`src/sv/lkvc_pkg.sv`:
```
// ----------------------------------------------------------------------------
// lkvc_pkg: shared definitions for the LRU key-value cache
// Command codes, config width and the per-cycle update control bundle.
// ----------------------------------------------------------------------------
`default_nettype none

package lkvc_pkg;

  localparam int CFG_BITS = 5;

  localparam logic CMD_GET = 1'b0;
  localparam logic CMD_PUT = 1'b1;

  // Control broadcast from the sequencer to every cell during the update cycle.
  typedef struct packed {
    logic go;     // apply the update at this edge
    logic put;    // operation is a put
    logic hit;    // key was present
    logic evict;  // cache full: a put miss replaces the oldest entry
  } upd_t;

endpackage

`default_nettype wire

```
`src/sv/lkvc_req_if.sv`:
```
// ----------------------------------------------------------------------------
// lkvc_req_if: request channel of the LRU key-value cache
// Valid/ready channel carrying one get or put beat.
// ----------------------------------------------------------------------------
`default_nettype none

interface lkvc_req_if #(
  parameter int KEY_BITS   = 16,
  parameter int VALUE_BITS = 32
);
  logic                  valid;
  logic                  ready;
  logic                  cmd;
  logic [KEY_BITS-1:0]   lookup_key;
  logic [VALUE_BITS-1:0] write_value;

  modport source (output valid, cmd, lookup_key, write_value, input ready);
  modport sink   (input valid, cmd, lookup_key, write_value, output ready);
endinterface

`default_nettype wire

```
`src/sv/lkvc_rsp_if.sv`:
```
// ----------------------------------------------------------------------------
// lkvc_rsp_if: response channel of the LRU key-value cache
// Valid/ready channel carrying one result beat per request.
// ----------------------------------------------------------------------------
`default_nettype none

interface lkvc_rsp_if #(
  parameter int VALUE_BITS = 32
);
  logic                  valid;
  logic                  ready;
  logic                  hit;
  logic [VALUE_BITS-1:0] read_value;
  logic                  evicted;

  modport source (output valid, hit, read_value, evicted, input ready);
  modport sink   (input valid, hit, read_value, evicted, output ready);
endinterface

`default_nettype wire

```
`src/sv/lkvc_cell.sv`:
```
// ----------------------------------------------------------------------------
// lkvc_cell: one entry slot of the LRU key-value cache
// Holds key, value, valid and recency rank; compares against the broadcast
// key and merges its hit into the lookup chain passed on to the next cell.
// ----------------------------------------------------------------------------
`default_nettype none

module lkvc_cell #(
  parameter int ENTRIES    = 16,
  parameter int KEY_BITS   = 16,
  parameter int VALUE_BITS = 32,
  parameter int IW         = 4,
  parameter int IDX        = 0
) (
  input  wire                   clk,
  input  wire                   rst_n,
  input  wire [KEY_BITS-1:0]    key_i,
  input  wire [VALUE_BITS-1:0]  value_i,
  input  wire                   cap_i,        // latch match flag (match cycle)
  input  wire lkvc_pkg::upd_t   upd_i,
  input  wire [IW-1:0]          hit_rank_i,
  input  wire [IW-1:0]          victim_rank_i,
  input  wire [IW-1:0]          ins_idx_i,
  input  wire                   chn_hit_i,
  input  wire [IW-1:0]          chn_rank_i,
  input  wire [VALUE_BITS-1:0]  chn_value_i,
  output logic                  chn_hit_o,
  output logic [IW-1:0]         chn_rank_o,
  output logic [VALUE_BITS-1:0] chn_value_o,
  output logic                  valid_o,
  output logic                  match_o
);
  import lkvc_pkg::*;

  localparam logic [IW-1:0] RANK_MAX = IW'(ENTRIES - 1);
  localparam logic [IW-1:0] MY_IDX   = IW'(IDX);

  logic [KEY_BITS-1:0]   key_r;
  logic [VALUE_BITS-1:0] value_r;
  logic                  valid_r, valid_nxt;
  logic [IW-1:0]         rank_r, rank_nxt;
  logic                  match_r;
  logic                  match;
  logic                  target;
  logic                  load_kv;
  logic                  load_v;

  assign match = valid_r && (key_r == key_i);

  assign chn_hit_o   = chn_hit_i | match;
  assign chn_rank_o  = chn_rank_i | (match ? rank_r : '0);
  assign chn_value_o = chn_value_i | (match ? value_r : '0);
  assign valid_o     = valid_r;
  assign match_o     = match_r;

  // Slot this operation lands on
  always_comb begin
    if (upd_i.hit)        target = match_r;
    else if (upd_i.evict) target = valid_r && (rank_r == victim_rank_i);
    else                  target = (MY_IDX == ins_idx_i);
  end

  always_comb begin
    valid_nxt = valid_r;
    rank_nxt  = rank_r;
    load_kv   = 1'b0;
    load_v    = 1'b0;
    if (upd_i.go) begin
      if (upd_i.hit) begin
        if (target) begin
          rank_nxt = '0;
          load_v   = upd_i.put;
        end else if (valid_r && rank_r < hit_rank_i) begin
          rank_nxt = rank_r + 1'b1;
        end
      end else if (upd_i.put) begin
        if (target) begin
          valid_nxt = 1'b1;
          rank_nxt  = '0;
          load_kv   = 1'b1;
        end else if (valid_r && rank_r < RANK_MAX) begin
          rank_nxt = rank_r + 1'b1;
        end
      end
    end
  end

  always_ff @(posedge clk) begin
    if (!rst_n) begin
      valid_r <= 1'b0;
      rank_r  <= '0;
      match_r <= 1'b0;
    end else begin
      valid_r <= valid_nxt;
      rank_r  <= rank_nxt;
      if (cap_i) match_r <= match;
    end
  end

  always_ff @(posedge clk) begin
    if (load_kv) key_r <= key_i;
    if (load_kv || load_v) value_r <= value_i;
  end

endmodule

`default_nettype wire

```
`src/sv/lru_key_value_cache.sv`:
```
// ----------------------------------------------------------------------------
// lru_key_value_cache: fully associative key-value store, LRU replacement
// Row of entry cells with a small sequencer for lookup and update.
// ----------------------------------------------------------------------------
// Usage:
//   in_ch  : request beats {cmd, lookup_key, write_value}; cmd get or put.
//   out_ch : one result beat per request {hit, read_value, evicted}, in order.
//   cfg_we/cfg_data : capacity in use; taken only while the cache is empty,
//            0 saturates to 1 and values above ENTRIES saturate to ENTRIES.
// Timing:
//   A request beat is taken, the match cycle runs the key through the cell
//   chain, and the update cycle rewrites ranks and loads the result register.
//   A new request is taken in the update cycle, as the previous one completes,
//   so the match/update pair over the cell row sets the sustained rate.
// Reset:
//   All entries invalid, ranks zero, occupancy zero, capacity = ENTRIES.
// Back-pressure:
//   The result register holds one beat; while it is full and out_ch.ready is
//   low the update cycle waits, and in_ch.ready stays low until it completes.
// ----------------------------------------------------------------------------
`default_nettype none

module lru_key_value_cache #(
  parameter int ENTRIES    = 16,
  parameter int KEY_BITS   = 16,
  parameter int VALUE_BITS = 32
) (
  input  wire                          clk,
  input  wire                          rst_n,
  lkvc_req_if.sink                     in_ch,
  lkvc_rsp_if.source                   out_ch,
  input  wire                          cfg_we,
  input  wire [lkvc_pkg::CFG_BITS-1:0] cfg_data
);
  import lkvc_pkg::*;

  // Rank / slot index width and occupancy counter width
  localparam int IW   = (ENTRIES > 1) ? $clog2(ENTRIES) : 1;
  localparam int CW   = $clog2(ENTRIES + 1);
  localparam int CMPW = (CW > CFG_BITS) ? CW : CFG_BITS;

  // Sequencer states
  localparam logic [1:0] ST_IDLE   = 2'd0;
  localparam logic [1:0] ST_MATCH  = 2'd1;
  localparam logic [1:0] ST_UPDATE = 2'd2;

  logic [1:0]            st_r, st_nxt;

  // Latched request
  logic                  cmd_r;
  logic [KEY_BITS-1:0]   key_r;
  logic [VALUE_BITS-1:0] wval_r;

  // Lookup result captured at the end of the match cycle
  logic                  hit_r;
  logic [IW-1:0]         hit_rank_r;
  logic [VALUE_BITS-1:0] rd_r;

  logic [CW-1:0]         occ_r, occ_nxt;
  logic [CW-1:0]         cap_r, cap_nxt;

  logic                  out_valid_r;
  logic                  out_hit_r;
  logic [VALUE_BITS-1:0] out_value_r;
  logic                  out_evicted_r;

  logic                  in_fire;
  logic                  upd_go;
  logic                  evict;
  upd_t                  upd;
  logic [CW-1:0]         occ_dec;
  logic [IW-1:0]         victim_rank;
  logic [IW-1:0]         ins_idx;
  logic [CMPW-1:0]       cfg_ext;

  // Lookup chain between cells
  logic                  chn_hit   [ENTRIES+1];
  logic [IW-1:0]         chn_rank  [ENTRIES+1];
  logic [VALUE_BITS-1:0] chn_value [ENTRIES+1];
  logic [ENTRIES-1:0]    valid_vec;
  logic [ENTRIES-1:0]    match_vec;

  // ---------------------------------------------------------------- control
  // Update waits while the result register is full and not drained.
  assign upd_go  = (st_r == ST_UPDATE) && (!out_valid_r || out_ch.ready);
  assign in_ch.ready = (st_r == ST_IDLE) || upd_go;
  assign in_fire = in_ch.valid && in_ch.ready;

  // Full cache: a put miss replaces the oldest entry. Valid ranks are dense
  // 0..occ-1, so the oldest has rank occ-1; valid slots are 0..occ-1, so the
  // first free slot is index occ.
  assign evict       = (occ_r >= cap_r);
  assign occ_dec     = occ_r - CW'(1);
  assign victim_rank = occ_dec[IW-1:0];
  assign ins_idx     = occ_r[IW-1:0];

  assign upd.go    = upd_go;
  assign upd.put   = (cmd_r == CMD_PUT);
  assign upd.hit   = hit_r;
  assign upd.evict = evict;

  always_comb begin
    st_nxt = st_r;
    unique case (st_r)
      ST_IDLE:   if (in_fire) st_nxt = ST_MATCH;
      ST_MATCH:  st_nxt = ST_UPDATE;
      ST_UPDATE: begin
        if (upd_go) st_nxt = in_fire ? ST_MATCH : ST_IDLE;
      end
      default:   st_nxt = ST_IDLE;
    endcase
  end

  always_comb begin
    occ_nxt = occ_r;
    if (upd_go && cmd_r == CMD_PUT && !hit_r && !evict) occ_nxt = occ_r + CW'(1);
  end

  // Capacity write with saturation, only while empty
  assign cfg_ext = CMPW'(cfg_data);
  always_comb begin
    cap_nxt = cap_r;
    if (cfg_we && occ_r == '0) begin
      if (cfg_ext == '0)                    cap_nxt = CW'(1);
      else if (cfg_ext > CMPW'(ENTRIES))    cap_nxt = CW'(ENTRIES);
      else                                  cap_nxt = cfg_ext[CW-1:0];
    end
  end

  always_ff @(posedge clk) begin
    if (!rst_n) begin
      st_r        <= ST_IDLE;
      occ_r       <= '0;
      cap_r       <= CW'(ENTRIES);
      out_valid_r <= 1'b0;
      hit_r       <= 1'b0;
    end else begin
      st_r  <= st_nxt;
      occ_r <= occ_nxt;
      cap_r <= cap_nxt;
      if (upd_go)            out_valid_r <= 1'b1;
      else if (out_ch.ready) out_valid_r <= 1'b0;
      if (st_r == ST_MATCH)  hit_r <= chn_hit[ENTRIES];
    end
  end

  // Payload registers
  always_ff @(posedge clk) begin
    if (in_fire) begin
      cmd_r  <= in_ch.cmd;
      key_r  <= in_ch.lookup_key;
      wval_r <= in_ch.write_value;
    end
    if (st_r == ST_MATCH) begin
      hit_rank_r <= chn_rank[ENTRIES];
      rd_r       <= chn_value[ENTRIES];
    end
    if (upd_go) begin
      out_hit_r     <= hit_r;
      out_value_r   <= (cmd_r == CMD_GET && hit_r) ? rd_r : '0;
      out_evicted_r <= (cmd_r == CMD_PUT) && !hit_r && evict;
    end
  end

  assign out_ch.valid      = out_valid_r;
  assign out_ch.hit        = out_hit_r;
  assign out_ch.read_value = out_value_r;
  assign out_ch.evicted    = out_evicted_r;

  // ------------------------------------------------------------------ cells
  assign chn_hit[0]   = 1'b0;
  assign chn_rank[0]  = '0;
  assign chn_value[0] = '0;

  for (genvar g = 0; g < ENTRIES; g++) begin : g_cell
    lkvc_cell #(
      .ENTRIES    (ENTRIES),
      .KEY_BITS   (KEY_BITS),
      .VALUE_BITS (VALUE_BITS),
      .IW         (IW),
      .IDX        (g)
    ) u_cell (
      .clk           (clk),
      .rst_n         (rst_n),
      .key_i         (key_r),
      .value_i       (wval_r),
      .cap_i         (st_r == ST_MATCH),
      .upd_i         (upd),
      .hit_rank_i    (hit_rank_r),
      .victim_rank_i (victim_rank),
      .ins_idx_i     (ins_idx),
      .chn_hit_i     (chn_hit[g]),
      .chn_rank_i    (chn_rank[g]),
      .chn_value_i   (chn_value[g]),
      .chn_hit_o     (chn_hit[g+1]),
      .chn_rank_o    (chn_rank[g+1]),
      .chn_value_o   (chn_value[g+1]),
      .valid_o       (valid_vec[g]),
      .match_o       (match_vec[g])
    );
  end

  // ------------------------------------------------------------- assertions
  // Occupancy never exceeds the configured capacity.
  a_occ_cap: assert property (@(posedge clk) disable iff (!rst_n)
    occ_r <= cap_r)
    else $error("occupancy above capacity");

  // Valid bits track the occupancy counter.
  a_occ_valid: assert property (@(posedge clk) disable iff (!rst_n)
    $countones(valid_vec) == int'(occ_r))
    else $error("valid bits disagree with occupancy");

  // Keys are unique: at most one cell matches.
  a_one_match: assert property (@(posedge clk) disable iff (!rst_n)
    $onehot0(match_vec))
    else $error("multiple cells matched one key");

  // A completed update always presents a result beat.
  a_upd_out: assert property (@(posedge clk) disable iff (!rst_n)
    upd_go |=> out_valid_r)
    else $error("update completed without a result beat");

endmodule

`default_nettype wire
```
`src/flat_wrapper.sv`:
```
// flat-port wrapper written by rule: the top's interface ports become plain ports
module lru_key_value_cache_flat import lkvc_pkg::*;
#(
  parameter int ENTRIES    = 16,
  parameter int KEY_BITS   = 16,
  parameter int VALUE_BITS = 32
)
  (clk, rst_n, cfg_we, cfg_data, in_ch_valid, in_ch_cmd, in_ch_lookup_key, in_ch_write_value, in_ch_ready, out_ch_valid, out_ch_hit, out_ch_read_value, out_ch_evicted, out_ch_ready);
  lkvc_req_if #(.KEY_BITS(KEY_BITS), .VALUE_BITS(VALUE_BITS)) in_ch_i ();
  lkvc_rsp_if #(.VALUE_BITS(VALUE_BITS)) out_ch_i ();
  input  wire clk;
  input  wire rst_n;
  input  wire cfg_we;
  input  wire [lkvc_pkg::CFG_BITS-1:0] cfg_data;
  input wire logic [$bits(in_ch_i.valid)-1:0] in_ch_valid;
  input wire logic [$bits(in_ch_i.cmd)-1:0] in_ch_cmd;
  input wire logic [$bits(in_ch_i.lookup_key)-1:0] in_ch_lookup_key;
  input wire logic [$bits(in_ch_i.write_value)-1:0] in_ch_write_value;
  output wire logic [$bits(in_ch_i.ready)-1:0] in_ch_ready;
  output wire logic [$bits(out_ch_i.valid)-1:0] out_ch_valid;
  output wire logic [$bits(out_ch_i.hit)-1:0] out_ch_hit;
  output wire logic [$bits(out_ch_i.read_value)-1:0] out_ch_read_value;
  output wire logic [$bits(out_ch_i.evicted)-1:0] out_ch_evicted;
  input wire logic [$bits(out_ch_i.ready)-1:0] out_ch_ready;
  assign in_ch_i.valid = in_ch_valid;
  assign in_ch_i.cmd = in_ch_cmd;
  assign in_ch_i.lookup_key = in_ch_lookup_key;
  assign in_ch_i.write_value = in_ch_write_value;
  assign in_ch_ready = in_ch_i.ready;
  assign out_ch_valid = out_ch_i.valid;
  assign out_ch_hit = out_ch_i.hit;
  assign out_ch_read_value = out_ch_i.read_value;
  assign out_ch_evicted = out_ch_i.evicted;
  assign out_ch_i.ready = out_ch_ready;
  lru_key_value_cache #(.ENTRIES(ENTRIES), .KEY_BITS(KEY_BITS), .VALUE_BITS(VALUE_BITS)) u_core (.clk(clk), .rst_n(rst_n), .in_ch(in_ch_i), .out_ch(out_ch_i), .cfg_we(cfg_we), .cfg_data(cfg_data));
endmodule
```
`config.mk`:
```
export PLATFORM = sky130hd
export DESIGN_NAME = lru_key_value_cache_flat
export DESIGN_NICKNAME = d
export VERILOG_FILES = /design/src/sv/lkvc_pkg.sv /design/src/sv/lkvc_req_if.sv /design/src/sv/lkvc_rsp_if.sv /design/src/sv/lkvc_cell.sv /design/src/sv/lru_key_value_cache.sv /design/src/flat_wrapper.sv
export SDC_FILE = /design/constraint.sdc
export NUM_CORES = 1
export LEC_CHECK = 0
export CELL_PAD_IN_SITES_DETAIL_PLACEMENT = 2
export CELL_PAD_IN_SITES_GLOBAL_PLACEMENT = 2
export CORE_MARGIN = 1
export CORE_UTILIZATION = 38
export CTS_CLUSTER_DIAMETER = 200
export CTS_CLUSTER_SIZE = 8
export DETAILED_ROUTE_END_ITERATION = 12
export DONT_BUFFER_PORTS = 1
export MAX_ROUTING_LAYER = met4
export PLACE_DENSITY = 0.75
export SLEW_MARGIN = 20
export SYNTH_ARGS = -nofsm -noshare
export SYNTH_HDL_FRONTEND = slang
export SYNTH_SLANG_ARGS = --single-unit
```
`constraint.sdc`:
```
create_clock -name clk -period 8.14 [get_ports clk]
set_clock_uncertainty 0.1 [all_clocks]
set_input_delay 0.814 -clock clk [delete_from_list [all_inputs] [get_ports clk]]
set_output_delay 0.814 -clock clk [all_outputs]
set_load 0.01 [all_outputs]
```
==> impl_results.md <==
- Total power: 11.5 mW
- Total via count in the routed design: 26300
- Final worst hold slack: 48.9 ps
- Root buffer cell: clkbuf_16
- Area added between synthesis and finish: 14.5%
- Post-CTS clock slew at the launch and capture registers of the worst setup and hold paths: 60 ps
- Final critical-path required period: 4200 ps
- Number of vias per cell: 6.18
- Most common library cells after synthesis: edfxtp_1, xor2_1, xnor2_1
- First-pass iteration count of the detailed router: 5
- CP Data Arrival Time: 4470 ps
- Clock tree buffer depth: 3
- Total global routing overflow: 0
- Largest net degree at the start of global routing: 57
- Top Usage Layer GRT: met2
- Fraction of layout instances using a drive strength above 1: 10.1%
- Count of nets after finishing: 2927
- Worst Path Required: 8410 ps
- Run status: completed
- Number of standard-cell rows in the floorplan: 120
- Sequential area share after synthesis: 70.2%
- Nature of the critical path startpoint: register
- Met2 global-route usage: 48.4%
- Vertical die dimension: 331 µm
- Via count of the first global-routing pass: 29604
- Final period utilization: 51.6%
- Leakage power: 15.4 nW
- Yosys cell types: 61
- Sum Neg Setup Slack: 0 ps
- Worst setup slack before clock tree synthesis: 4050 ps
- Detail Route Antenna Nets: 0
- Number of buffers added by the clock tree synthesis step: 142
- Per-instance average area after synthesis: 15.1 µm²
- RSZ-0062 raised after global routing: false
- Final hold vios: 0
- Dominant synthesized flop cell: edfxtp_1
- Smallest setup slack after layout: 3940 ps
- Max Freq: 0.238 GHz
- Final Instance Count excl. Fillers: 4258
- Hold buffer count at CTS: 0
- Netlist area before placement: 41100 µm²
- Met1 Use GR: 32.5%
- Final count of pins violating max slew: 0
- Buffers on Ports: 0
- # placed instances: 4053
- Worst setup path category: register to register
- Relative max-transition margin: 20.0%
- Die area: 109000 µm²
- Instance area after placement: 43000 µm²
- Total half-perimeter wirelength after legalization and detailed placement: 83.1 mm
- Post-CTS setup buffer count: 0
- Share of Yosys cell area claimed by the top area cell type: 64.9%
- CTS tree: yes
- Transition time at the pin with the least slew margin: 1200 ps
- Count of flip-flops with a built-in enable after synthesis: 887
- Number of gates resized after cts: 0
- Share of the core filled with cells: 43.9%
- Synthesized instance count: 2726
- Syn. warnings: 0
- Number of placed I/O pins: 95
- Largest driver fanout on the critical path: 32
- Core footprint: 107000 µm²
- Syn Nets: 2858
- DR DRC count: 0
- Initial antenna violation count: 3
- Count leader, synth: edfxtp_1
- Count of final setup violators: 0
- Wire per inst: 34.7 µm
- Final weighted congestion of routability-driven global placement: 0.850
- Clock sink count: 997
- FF+latch count, synth: 997
- VDD IR-drop max: 0.219 mV
- Power density over cell area: 244 nW/µm²
- Detailed Route WL: 148 mm
- HP Class: primary input to register
- Met3 track demand over resource: 4.05%
- Synth top area cells: edfxtp_1, dfxtp_1, xor2_1
- Worst-Skew Late Latency: 760 ps
- Count of maximum capacitance violations: 0
- GR Util All Layers: 28.0%
- Critical path endpoint category: register
- Horizontal extent of the die: 331 µm
- Initial cell density of the core: 38.4%
- Number of levels in the clock H-tree: 4
- Share of async-settable or async-resettable flops after synthesis: 0%
- Cell accounting for the most synthesized area: edfxtp_1
- First-pass GRT wire length: 213 mm
- Violation count after the first detailed-route iteration: 2507
- Layout Cell Area excl Fill: 47000 µm²
[cell families after synthesis]
kind of cell               count (synthesis)  synth area share, %
buffers and inverters                    185                 1.89
and+or+nand+nor                          571                 7.43
xor gates and xnor gates                 340                 7.74
AOI/OAI and AO/OA                        549                 10.2
DFF                                      997                 70.2
adders and majority gates                 73                 2.22
muxes                                     11                0.268
[per-layer routing]
metal,vias up,share of wire (%)
li1,10787,-
met1,14076,39
met2,1112,52
met3,325,5.6
met4,0,3.7
met5,-,0
[sequential cells by signal (all words and copies together), names as in the netlist, 4 cells and up]
name and flops:
u_core.cap_r 5, u_core.g_cell.u_cell.key_r 256, u_core.g_cell.u_cell.match_o 16, u_core.g_cell.u_cell.rank_r 64
u_core.g_cell.u_cell.valid_o 16, u_core.g_cell.u_cell.value_r 512, u_core.hit_rank_r 4, u_core.key_r 16
u_core.occ_r 5, u_core.out_ch.read_value 32, u_core.rd_r 32, u_core.wval_r 32
[final timing paths]
path                                                       from                                  end  slack [ps]  cells past startpoint
worst max-delay path                            u_core.occ_r[1]  u_core.g_cell[1].u_cell.value_r[10]        3940                      9
worst min-delay path                       in_ch_write_value[6]                     u_core.wval_r[6]          50                      0
worst max register to register                  u_core.occ_r[1]  u_core.g_cell[1].u_cell.value_r[10]        3940                      9
worst min register to register  u_core.g_cell[3].u_cell.match_o      u_core.g_cell[3].u_cell.match_o         360                      2
[cell usage in the layout (no fill, tap or decap), drive strengths merged, types with 4 or more instances in the layout]
| cell type | synthesis | final |
|---|---|---|
| buf | 73 | 79 |
| or4 | 5 | 5 |
| o31ai | 10 | 10 |
| xnor3 | 14 | 14 |
| nor3 | 42 | 42 |
| a221oi | 144 | 144 |
| xor2 | 166 | 166 |
| clkbuf | 81 | 188 |
| inv | 29 | 36 |
| nand2 | 87 | 87 |
| and2 | 40 | 40 |
| a21o | 29 | 29 |
| o2111a | 7 | 7 |
| ha | 73 | 73 |
| a31oi | 28 | 28 |
| nand2b | 34 | 34 |
| and3 | 11 | 11 |
| nand4 | 98 | 98 |
| clkinv | 2 | 8 |
| a311oi | 7 | 7 |
| nand3 | 63 | 63 |
| nor2 | 92 | 92 |
| a211oi | 8 | 8 |
| xnor2 | 160 | 160 |
| a22o | 144 | 144 |
| or4b | 4 | 4 |
| or3 | 15 | 15 |
| nor2b | 24 | 24 |
| dfxtp | 110 | 110 |
| o21a | 18 | 18 |
| a21oi | 77 | 77 |
| o21ai | 51 | 51 |
| o211ai | 7 | 7 |
| mux2i | 11 | 11 |
| nor4 | 47 | 47 |
| edfxtp | 887 | 887 |
[final cells by class]
cell class	count	area, µm²
multi-input cells	1544	11700
well taps	1403	1760
repair buffers	79	606
fillers	10051	60000
clock inverters	13	236
inverters	31	116
clock buffers	188	3790
flip-flops and latches	997	28800
diodes	3	7.51
[power by group]
group	internal [mW]	total (mW)	switching [mW]	leakage [nW]
Clock	3.24	5.50	2.26	1.94
Combinational	0.0783	0.301	0.223	4.57
Sequential	5.62	5.68	0.0647	8.93
[critical path, stage by stage, from the launching register on]
cell,delay [ps]
dfxtp_1,510
inv_1,140
ha_1,1110
xnor2_1,220
nor3_1,280
nand3_1,150
nor3_1,260
a311oi_1,200
nor3_2,270
buf_4,560
Power figures use the tool's default switching activity.
